## config.mk

```make
export PLATFORM = sky130hd
export DESIGN_NAME = pid_with_deadband_and_clamp_unit
export DESIGN_NICKNAME = d
export VERILOG_FILES = /design/src/sv/pid_pkg.sv /design/src/sv/pid_with_deadband_and_clamp_unit.sv
export SDC_FILE = /design/constraint.sdc
export NUM_CORES = 2
export LEC_CHECK = 0
export BUFFER_PORTS_ARGS = -buffer_cell sky130_fd_sc_hd__buf_2
export CAP_MARGIN = 30
export CORE_AREA = 8 8 384 386
export CTS_CLUSTER_DIAMETER = 100
export DETAILED_ROUTE_END_ITERATION = 8
export DIE_AREA = 0 0 392 394
export PLACE_DENSITY = 0.68
export SKIP_LAST_GASP = 1
export SLEW_MARGIN = 40
export SYNTH_ARGS = -nofsm -noshare
export SYNTH_HDL_FRONTEND = slang
export SYNTH_SLANG_ARGS = --single-unit
```

## constraint.sdc

```tcl
create_clock -name aclk -period 7.85 [get_ports aclk]
set_input_delay 0.785 -clock aclk [delete_from_list [all_inputs] [get_ports aclk]]
set_output_delay 0.785 -clock aclk [all_outputs]
set_load 0.02 [all_outputs]
```

## src/sv/pid_pkg.sv

```systemverilog
// ============================================================================
// pid_pkg
// Shared types and constants for the fixed-point PID controller: register
// indexes, field widths, register reset values and the drive saturation bounds.
// ============================================================================
package pid_pkg;

    // Configuration port widths
    localparam int CFG_IDX_W  = 3;
    localparam int CFG_DATA_W = 31;

    // Register widths
    localparam int GAIN_W  = 16;
    localparam int DB_W    = 16;
    localparam int LIM_W   = 31;

    // Accumulator register and drive widths
    localparam int ESUM_W  = 32;
    localparam int DRIVE_W = 32;

    // Register indexes on the configuration port
    typedef enum logic [CFG_IDX_W-1:0] {
        CFG_GAIN_P         = 3'd0,
        CFG_GAIN_I         = 3'd1,
        CFG_GAIN_D         = 3'd2,
        CFG_SPEED_MODE     = 3'd3,
        CFG_DEAD_BAND      = 3'd4,
        CFG_INTEGRAL_LIMIT = 3'd5
    } cfg_addr_t;

    // Register reset values
    localparam logic signed [GAIN_W-1:0] GAIN_P_RST    = 16'sd2560;
    localparam logic signed [GAIN_W-1:0] GAIN_I_RST    = 16'sd614;
    localparam logic signed [GAIN_W-1:0] GAIN_D_RST    = 16'sd0;
    localparam logic                     SPEED_MODE_RST = 1'b1;
    localparam logic [DB_W-1:0]          DEAD_BAND_RST = 16'd128;
    localparam logic [LIM_W-1:0]         INT_LIMIT_RST = 31'd2560000;

    // Saturation bounds of the 32-bit signed range
    localparam logic [DRIVE_W-1:0] DRIVE_MAX = 32'h7FFF_FFFF;
    localparam logic [DRIVE_W-1:0] DRIVE_MIN = 32'h8000_0000;

endpackage

```

## src/sv/pid_with_deadband_and_clamp_unit.sv

```systemverilog
// ============================================================================
// pid_with_deadband_and_clamp_unit
// Positional PID step with deadband and integral clamp in speed mode, and
// saturation of the accumulated error and of the drive in 32 bits.
// ============================================================================
//
//  channel | ports                          | beat contents (low bits first)
//  --------+--------------------------------+---------------------------------
//  input   | s_tvalid s_tready s_tdata      | setpoint, measured, zero pad
//  result  | m_tvalid m_tready m_tdata/tuser| tdata: drive; tuser: drive_saturated
//  config  | cfg_valid cfg_ready cfg_index  | cfg_data: register value
//
//  One beat is accepted per cycle while s_tready is high; each beat passes the
//  input register, the error/integral stage, the product registers and the
//  result register before m_tvalid rises. The integral update (add and clamp)
//  is the only loop. Reset (aresetn low, synchronous) clears the state, the
//  pipeline and loads the register defaults. A stall on m_tready fills the
//  bubbles first and then drops s_tready; cfg_ready is always high.
// ============================================================================
module pid_with_deadband_and_clamp_unit #(
    parameter int VALUE_WIDTH = 24,
    parameter int FRAC_BITS   = 8
) (
    input  logic                                  aclk,
    input  logic                                  aresetn,
    // setpoint [VALUE_WIDTH-1:0], measured [2*VALUE_WIDTH-1:VALUE_WIDTH], zero pad
    input  logic [((2*VALUE_WIDTH+7)/8)*8-1:0]    s_tdata,
    input  logic                                  s_tvalid,
    output logic                                  s_tready,
    // drive [31:0]
    output logic [pid_pkg::DRIVE_W-1:0]           m_tdata,
    // drive_saturated [0]
    output logic                                  m_tuser,
    output logic                                  m_tvalid,
    input  logic                                  m_tready,
    input  logic                                  cfg_valid,
    output logic                                  cfg_ready,
    input  logic [pid_pkg::CFG_IDX_W-1:0]         cfg_index,
    input  logic [pid_pkg::CFG_DATA_W-1:0]        cfg_data
);

    localparam int EW     = VALUE_WIDTH + 1;
    localparam int DIFF_W = EW + 1;
    localparam int CMP_W  = ((EW > pid_pkg::DB_W + 1) ? EW : pid_pkg::DB_W + 1) + 1;
    localparam int SUM_W  = ((EW > pid_pkg::ESUM_W) ? EW : pid_pkg::ESUM_W) + 1;
    localparam int PP_W   = pid_pkg::GAIN_W + EW;
    localparam int PI_W   = pid_pkg::GAIN_W + pid_pkg::ESUM_W;
    localparam int PD_W   = pid_pkg::GAIN_W + DIFF_W;
    localparam int ACC_W  = ((PD_W > PI_W) ? PD_W : PI_W) + 2;

    // Configuration registers
    logic signed [pid_pkg::GAIN_W-1:0] gain_p_reg;
    logic signed [pid_pkg::GAIN_W-1:0] gain_i_reg;
    logic signed [pid_pkg::GAIN_W-1:0] gain_d_reg;
    logic                              speed_mode_reg;
    logic [pid_pkg::DB_W-1:0]          dead_band_reg;
    logic [pid_pkg::LIM_W-1:0]         integral_limit_reg;

    // Controller state (also the payload of the error stage)
    logic signed [pid_pkg::ESUM_W-1:0] error_sum_reg;
    logic signed [EW-1:0]              error_prev_reg;
    logic signed [pid_pkg::ESUM_W-1:0] error_sum_next;
    logic signed [EW-1:0]              error_prev_next;

    // Pipeline registers
    logic                              v0_reg, v1_reg, v2_reg, v3_reg;
    logic signed [VALUE_WIDTH-1:0]     setpoint_reg;
    logic signed [VALUE_WIDTH-1:0]     measured_reg;
    logic signed [DIFF_W-1:0]          diff_reg;
    logic signed [DIFF_W-1:0]          diff_next;
    logic signed [PP_W-1:0]            prod_p_reg;
    logic signed [PI_W-1:0]            prod_i_reg;
    logic signed [PD_W-1:0]            prod_d_reg;
    logic [pid_pkg::DRIVE_W-1:0]       drive_reg;
    logic [pid_pkg::DRIVE_W-1:0]       drive_next;
    logic                              sat_reg;
    logic                              sat_next;

    // Handshake between stages
    logic rdy0, rdy1, rdy2, rdy3;
    logic load0, load1, load2, load3;

    // Error stage signals
    logic signed [EW-1:0]     err_raw;
    logic signed [EW-1:0]     err_db;
    logic signed [CMP_W-1:0]  err_cmp;
    logic signed [CMP_W-1:0]  db_cmp;
    logic                     in_band;
    logic signed [SUM_W-1:0]  sum_wide;
    logic signed [SUM_W-1:0]  lim_pos;
    logic signed [SUM_W-1:0]  lim_neg;
    logic signed [SUM_W-1:0]  sum_max;
    logic signed [SUM_W-1:0]  sum_min;
    logic signed [SUM_W-1:0]  sum_sel;

    // Result stage signals
    logic signed [ACC_W-1:0]  acc;
    logic signed [ACC_W-1:0]  acc_shr;
    logic signed [ACC_W-1:0]  acc_max;
    logic signed [ACC_W-1:0]  acc_min;

    // Bubble-collapsing ready chain
    assign rdy3  = !v3_reg || m_tready;
    assign rdy2  = !v2_reg || rdy3;
    assign rdy1  = !v1_reg || rdy2;
    assign rdy0  = !v0_reg || rdy1;
    assign load0 = s_tvalid && rdy0;
    assign load1 = v0_reg && rdy1;
    assign load2 = v1_reg && rdy2;
    assign load3 = v2_reg && rdy3;

    assign s_tready  = rdy0;
    assign m_tvalid  = v3_reg;
    assign m_tdata   = drive_reg;
    assign m_tuser   = sat_reg;
    assign cfg_ready = 1'b1;

    // Write configuration registers; unknown indexes are ignored
    always_ff @(posedge aclk) begin
        if (!aresetn) begin
            gain_p_reg         <= pid_pkg::GAIN_P_RST;
            gain_i_reg         <= pid_pkg::GAIN_I_RST;
            gain_d_reg         <= pid_pkg::GAIN_D_RST;
            speed_mode_reg     <= pid_pkg::SPEED_MODE_RST;
            dead_band_reg      <= pid_pkg::DEAD_BAND_RST;
            integral_limit_reg <= pid_pkg::INT_LIMIT_RST;
        end else if (cfg_valid && cfg_ready) begin
            case (cfg_index)
                pid_pkg::CFG_GAIN_P:         gain_p_reg <= cfg_data[pid_pkg::GAIN_W-1:0];
                pid_pkg::CFG_GAIN_I:         gain_i_reg <= cfg_data[pid_pkg::GAIN_W-1:0];
                pid_pkg::CFG_GAIN_D:         gain_d_reg <= cfg_data[pid_pkg::GAIN_W-1:0];
                pid_pkg::CFG_SPEED_MODE:     speed_mode_reg <= cfg_data[0];
                pid_pkg::CFG_DEAD_BAND:      dead_band_reg <= cfg_data[pid_pkg::DB_W-1:0];
                pid_pkg::CFG_INTEGRAL_LIMIT: integral_limit_reg <= cfg_data[pid_pkg::LIM_W-1:0];
                default: begin
                end
            endcase
        end
    end

    // Error, deadband, integral update and clamp
    always_comb begin
        err_raw = {setpoint_reg[VALUE_WIDTH-1], setpoint_reg}
                - {measured_reg[VALUE_WIDTH-1], measured_reg};
        err_cmp = {{(CMP_W-EW){err_raw[EW-1]}}, err_raw};
        db_cmp  = {{(CMP_W-pid_pkg::DB_W){1'b0}}, dead_band_reg};
        in_band = (err_cmp < db_cmp) && (err_cmp > -db_cmp);
        err_db  = (speed_mode_reg && in_band) ? '0 : err_raw;

        sum_wide = {{(SUM_W-pid_pkg::ESUM_W){error_sum_reg[pid_pkg::ESUM_W-1]}}, error_sum_reg}
                 + {{(SUM_W-EW){err_db[EW-1]}}, err_db};
        lim_pos  = {{(SUM_W-pid_pkg::LIM_W){1'b0}}, integral_limit_reg};
        lim_neg  = -lim_pos;
        sum_max  = {{(SUM_W-pid_pkg::DRIVE_W){1'b0}}, pid_pkg::DRIVE_MAX};
        sum_min  = {{(SUM_W-pid_pkg::DRIVE_W){1'b1}}, pid_pkg::DRIVE_MIN};

        if (speed_mode_reg) begin
            if (sum_wide >= lim_pos) begin
                sum_sel = lim_pos;
            end else if (sum_wide < lim_neg) begin
                sum_sel = lim_neg;
            end else begin
                sum_sel = sum_wide;
            end
        end else begin
            if (sum_wide > sum_max) begin
                sum_sel = sum_max;
            end else if (sum_wide < sum_min) begin
                sum_sel = sum_min;
            end else begin
                sum_sel = sum_wide;
            end
        end

        error_sum_next  = sum_sel[pid_pkg::ESUM_W-1:0];
        error_prev_next = err_db;
        diff_next       = {err_db[EW-1], err_db} - {error_prev_reg[EW-1], error_prev_reg};
    end

    // Sum products, shift back to the value format and saturate
    always_comb begin
        acc = {{(ACC_W-PP_W){prod_p_reg[PP_W-1]}}, prod_p_reg}
            + {{(ACC_W-PI_W){prod_i_reg[PI_W-1]}}, prod_i_reg}
            + {{(ACC_W-PD_W){prod_d_reg[PD_W-1]}}, prod_d_reg};
        acc_shr = acc >>> FRAC_BITS;
        acc_max = {{(ACC_W-pid_pkg::DRIVE_W){1'b0}}, pid_pkg::DRIVE_MAX};
        acc_min = {{(ACC_W-pid_pkg::DRIVE_W){1'b1}}, pid_pkg::DRIVE_MIN};
        if (acc_shr > acc_max) begin
            drive_next = pid_pkg::DRIVE_MAX;
            sat_next   = 1'b1;
        end else if (acc_shr < acc_min) begin
            drive_next = pid_pkg::DRIVE_MIN;
            sat_next   = 1'b1;
        end else begin
            drive_next = acc_shr[pid_pkg::DRIVE_W-1:0];
            sat_next   = 1'b0;
        end
    end

    // Advance stage valid flags
    always_ff @(posedge aclk) begin
        if (!aresetn) begin
            v0_reg <= 1'b0;
            v1_reg <= 1'b0;
            v2_reg <= 1'b0;
            v3_reg <= 1'b0;
        end else begin
            v0_reg <= load0 || (v0_reg && !rdy1);
            v1_reg <= load1 || (v1_reg && !rdy2);
            v2_reg <= load2 || (v2_reg && !rdy3);
            v3_reg <= load3 || (v3_reg && !m_tready);
        end
    end

    // Update controller state as an item enters the error stage
    always_ff @(posedge aclk) begin
        if (!aresetn) begin
            error_sum_reg  <= '0;
            error_prev_reg <= '0;
        end else if (load1) begin
            error_sum_reg  <= error_sum_next;
            error_prev_reg <= error_prev_next;
        end
    end

    // Payload registers of each stage
    always_ff @(posedge aclk) begin
        if (load0) begin
            setpoint_reg <= s_tdata[VALUE_WIDTH-1:0];
            measured_reg <= s_tdata[2*VALUE_WIDTH-1:VALUE_WIDTH];
        end
        if (load1) begin
            diff_reg <= diff_next;
        end
        if (load2) begin
            prod_p_reg <= gain_p_reg * error_prev_reg;
            prod_i_reg <= gain_i_reg * error_sum_reg;
            prod_d_reg <= gain_d_reg * diff_reg;
        end
        if (load3) begin
            drive_reg <= drive_next;
            sat_reg   <= sat_next;
        end
    end

`ifndef NO_ASSERTIONS
    // A saturated result carries one of the two range bounds
    a_sat_bound: assert property (@(posedge aclk) disable iff (!aresetn)
        (m_tvalid && m_tuser) |-> (m_tdata == pid_pkg::DRIVE_MAX ||
                                   m_tdata == pid_pkg::DRIVE_MIN))
        else $error("saturated drive is not a range bound");

    // In speed mode the accumulated error stays within the clamp
    a_clamp: assert property (@(posedge aclk) disable iff (!aresetn)
        (load1 && speed_mode_reg) |=>
            ($signed({error_sum_reg[pid_pkg::ESUM_W-1], error_sum_reg})
                 <= $signed({2'b00, $past(integral_limit_reg)}) &&
             $signed({error_sum_reg[pid_pkg::ESUM_W-1], error_sum_reg})
                 >= -$signed({2'b00, $past(integral_limit_reg)})))
        else $error("accumulated error outside the integral limit");

    // Input stalls only when every stage is full and the result is held
    a_full_stall: assert property (@(posedge aclk) disable iff (!aresetn)
        !s_tready |-> (v0_reg && v1_reg && v2_reg && v3_reg && !m_tready))
        else $error("input stalled with a bubble in the pipeline");

    // The deadband leaves no error smaller than its width in speed mode
    a_dead_band: assert property (@(posedge aclk) disable iff (!aresetn)
        (load1 && speed_mode_reg && in_band) |=> (error_prev_reg == '0))
        else $error("error inside the deadband was not zeroed");
`endif

endmodule
```

==> summary.txt <==
critical path's most frequent cell: a21oi_2
synthesized area: 0.0702 mm^2
PwrDens: 192 mW/mm^2
Die Ht: 394 um
Mapped Avg Cell Area: 9.24 um^2
clock network power share: 16.9%
grt ovf: 0
die area: 0.154 mm^2
setup violators final: 32
CP Max Fanout: 7
status: complete, but fails checks
Synth warnings: 0
Crit path largest cell delay: 0.42 ns
synthesis-to-finish area growth: 14.3%
gr usage total: 27.0%
initial DRC count: 4151
Worst Setup End Kind: flop
CP required: 8.44 ns
CTS max path bufs: 3
vias in the first global route: 59000
Worst Hold Class: in -> reg
CTS buffer count: 52
Final Instance Area: 0.0802 mm^2
PortBufs: 121
first-pass GRT wire length: 328000 um
pin count of the biggest net entering global routing: 74
Leakage: 0.0346 uW
Tot Pwr: 15400 uW
R2R Setup Slk: -0.81 ns
DR WL/cell: 20.5 um
Root Buffer: clkbuf_16
WS Path Type: reg -> reg
Yosys top cell by area: fa_1
FF-to-FF path depth: 48
Async SR Flop Fraction: 0%
share of cells above drive strength 1: 13.4%
Sw Share: 45.6%
Syn Nets: 9557
CP startpoint kind: flop
Crit Reg-Reg Endpoint: error_sum_reg[6]
IO Pins: 123
NetSw: 7040 uW
nets@finish: 10100
Mapped Cells: 7596
DIE WIDTH: 392 um
H-tree levels: 2
Seq cells post-synth: 395
GP Congestion: 0.965
Core Region: 0.141 mm^2
Reg clk slew, reported paths: 0.07 ns
Synth top area share: 37.8%
CTS tree: done
hold path cells: 1
final clock skew: 0.0640 ns
end of the worst hold path: setpoint_reg[21]
Post-DP HPWL: 170000 um
RSZ-0062 raised after global routing: yes
Fin. Hold Viols: 0
CTS Hold Bufs: 0
Slowest-stage cell, CP: edfxtp_1
Area contributors post-synth: fa_1 (38%), edfxtp_1 (10%), ha_1 (9.8%)
violated checks: DRC, setup timing
sequential power share: 18.9%
row count: 138
reg2reg start: measured_reg[0]
clock sinks: 395
WP data arrival: 9.25 ns
initial antenna violation count: 7
Pint: 8390 uW
router iterations before antenna repair: 8
Slew HR: 43.5%
HP Start: s_tdata[21]
DRC viols: 2
routed wire length: 207000 um
Initial Util: 49.8%
dominant synthesized flop cell: edfxtp_1
Via-to-Cell Ratio: 5.45
Comb power frac: 64.1%
worst setup margin: -0.809 ns
Max Freq: 0.115 GHz
Clock Latency Late Sink: 0.70 ns
Final Max Tran Viols: 0
max reg flops: 48
max_cap viols: 0
Post-DP Area: 0.0769 mm^2
number of synthesized flops with an enable pin: 238
min Tclk post-route: 8.66 ns
register area share after synthesis: 14.7%
Post-DRT Antenna Nets: 0
Synth cell types: 100
Max VDD drop: 208 uV
Worst Max-Slew Pin Slew: 0.847 ns
period utilization: 110%
Vias: 54900
-- worst max-delay path, delay by kind of cell, from the launching register on --
family / cells / cell delay, ns
buffers and inverters: 7 / 0.93
XOR/XNOR: 2 / 0.37
adder cells (fa/ha/maj): 4 / 0.98
multiplexers: 1 / 0.11
AO/OA/AOI/OAI: 25 / 4.54
flip-flops: 1 / 0.42
AND/OR/NAND/NOR: 9 / 1.18
-- timing repair --
item,CTS,global route
pin swaps,73,79
buffers inserted,39,30
endpoints found under the setup margin,34,48
gates resized for setup,83,99
gates cloned,4,1
-- how the worst max path moves through the flow --
| stage | start | endpoint | slack, ns |
|---|---|---|---|
| after floorplan | setpoint_reg[0] | error_sum_reg[11] | -0.22 |
| after global placement | setpoint_reg[0] | error_sum_reg[16] | -1.07 |
| after detailed placement | setpoint_reg[0] | error_sum_reg[16] | -1.21 |
| after CTS | setpoint_reg[0] | error_sum_reg[16] | -0.80 |
| after global routing | measured_reg[0] | error_sum_reg[29] | -1.26 |
| final | measured_reg[0] | error_sum_reg[6] | -0.81 |
-- per-stage QoR --
step / cells / util, % / setup WS [ns] / setup TNS, ns / hold slack [ns]
2_1_floorplan: 7596 / - / -0.219 / -4.03 / 0.436
3_3_place_gp: 9895 / 54.6 / -1.07 / -30.84 / 0.443
3_5_place_dp: 9895 / 54.6 / -1.21 / -34.88 / 0.447
4_1_cts: 10000 / 56.4 / -0.798 / -22.99 / 0.220
5_1_grt: 10100 / 56.9 / -1.26 / -36.54 / 0.236
6_report: 10100 / 56.9 / -0.809 / -22.92 / 0.251
-- cells in the mapped netlist (9+ instances only) --
cell      number
or2_2         11
nor2b_1       58
o21ai_0      198
nand3_1       73
dfxtp_1      157
and3_1        22
a22o_1        29
nor2_1       168
o211ai_1      30
a211oi_1      27
nor4_1        16
fa_1        1326
inv_1       1451
clkbuf_1     292
or3_1         15
a21o_1       133
o21bai_1      39
nand2_1     1180
and2_1       450
a31oi_1       44
ha_1         548
o21a_1        45
edfxtp_1     238
xor2_1        63
nand4_1       45
nor3_1        46
xnor2_1      223
a41oi_1       11
nand2b_1     102
o31ai_1       17
a21oi_1      326
a211o_1        9
o21ai_1       11
buf_2         13
-- cells in the final DEF (no fill, tap or decap), types with 121 or more instances in the layout --
| cell | count |
|---|---|
| a21o_1 | 132 |
| a21oi_1 | 307 |
| and2_1 | 447 |
| buf_2 | 121 |
| buf_4 | 632 |
| dfxtp_1 | 140 |
| edfxtp_1 | 238 |
| fa_1 | 1324 |
| ha_1 | 527 |
| inv_1 | 1445 |
| nand2_1 | 1176 |
| nor2_1 | 161 |
| o21ai_0 | 177 |
| xnor2_1 | 212 |
-- metal layers --
metal | GRT usage (%) | wire [um]
met5 | 0 | 0
met2 | 43.7 | 94400
met3 | 5.17 | 16700
met4 | 12.1 | 11200
met1 | 35.4 | 84400
-- kinds of logic (layout without fill, tap and decap cells) --
kind of cell	after synthesis	after routing	share of synthesized area [%]
buffers and inverters	1767	2344	9.51
AND/OR/NAND/NOR	2224	2224	14.9
flip-flops	395	395	14.7
XOR/XNOR	287	287	3.60
adder cells (fa/ha/maj)	1875	1875	47.6
AO/OA/AOI/OAI	1042	1042	9.62
other	1	3	0.00534
multiplexers	5	5	0.0731
-- area by class of cell --
class | count | area (um^2)
well taps | 1890 | 2360
diodes | 2 | 5.00
fillers | 12500 | 60700
clock inverters | 36 | 489
flip-flops and latches | 395 | 10300
repair buffers | 794 | 5970
multi-input cells | 5434 | 54200
clock buffers | 60 | 1390
inverters | 1454 | 5470
-- power by group through the flow --
stage,clock [uW],combinational [uW],sequential (uW)
after floorplan,0,5940,2790
after global placement,0,9000,2970
after detailed placement,0,9140,2970
after CTS,2660,9510,2930
after global routing,2730,10900,2940
final,2610,9900,2920
(Power assumes the default switching activity.)
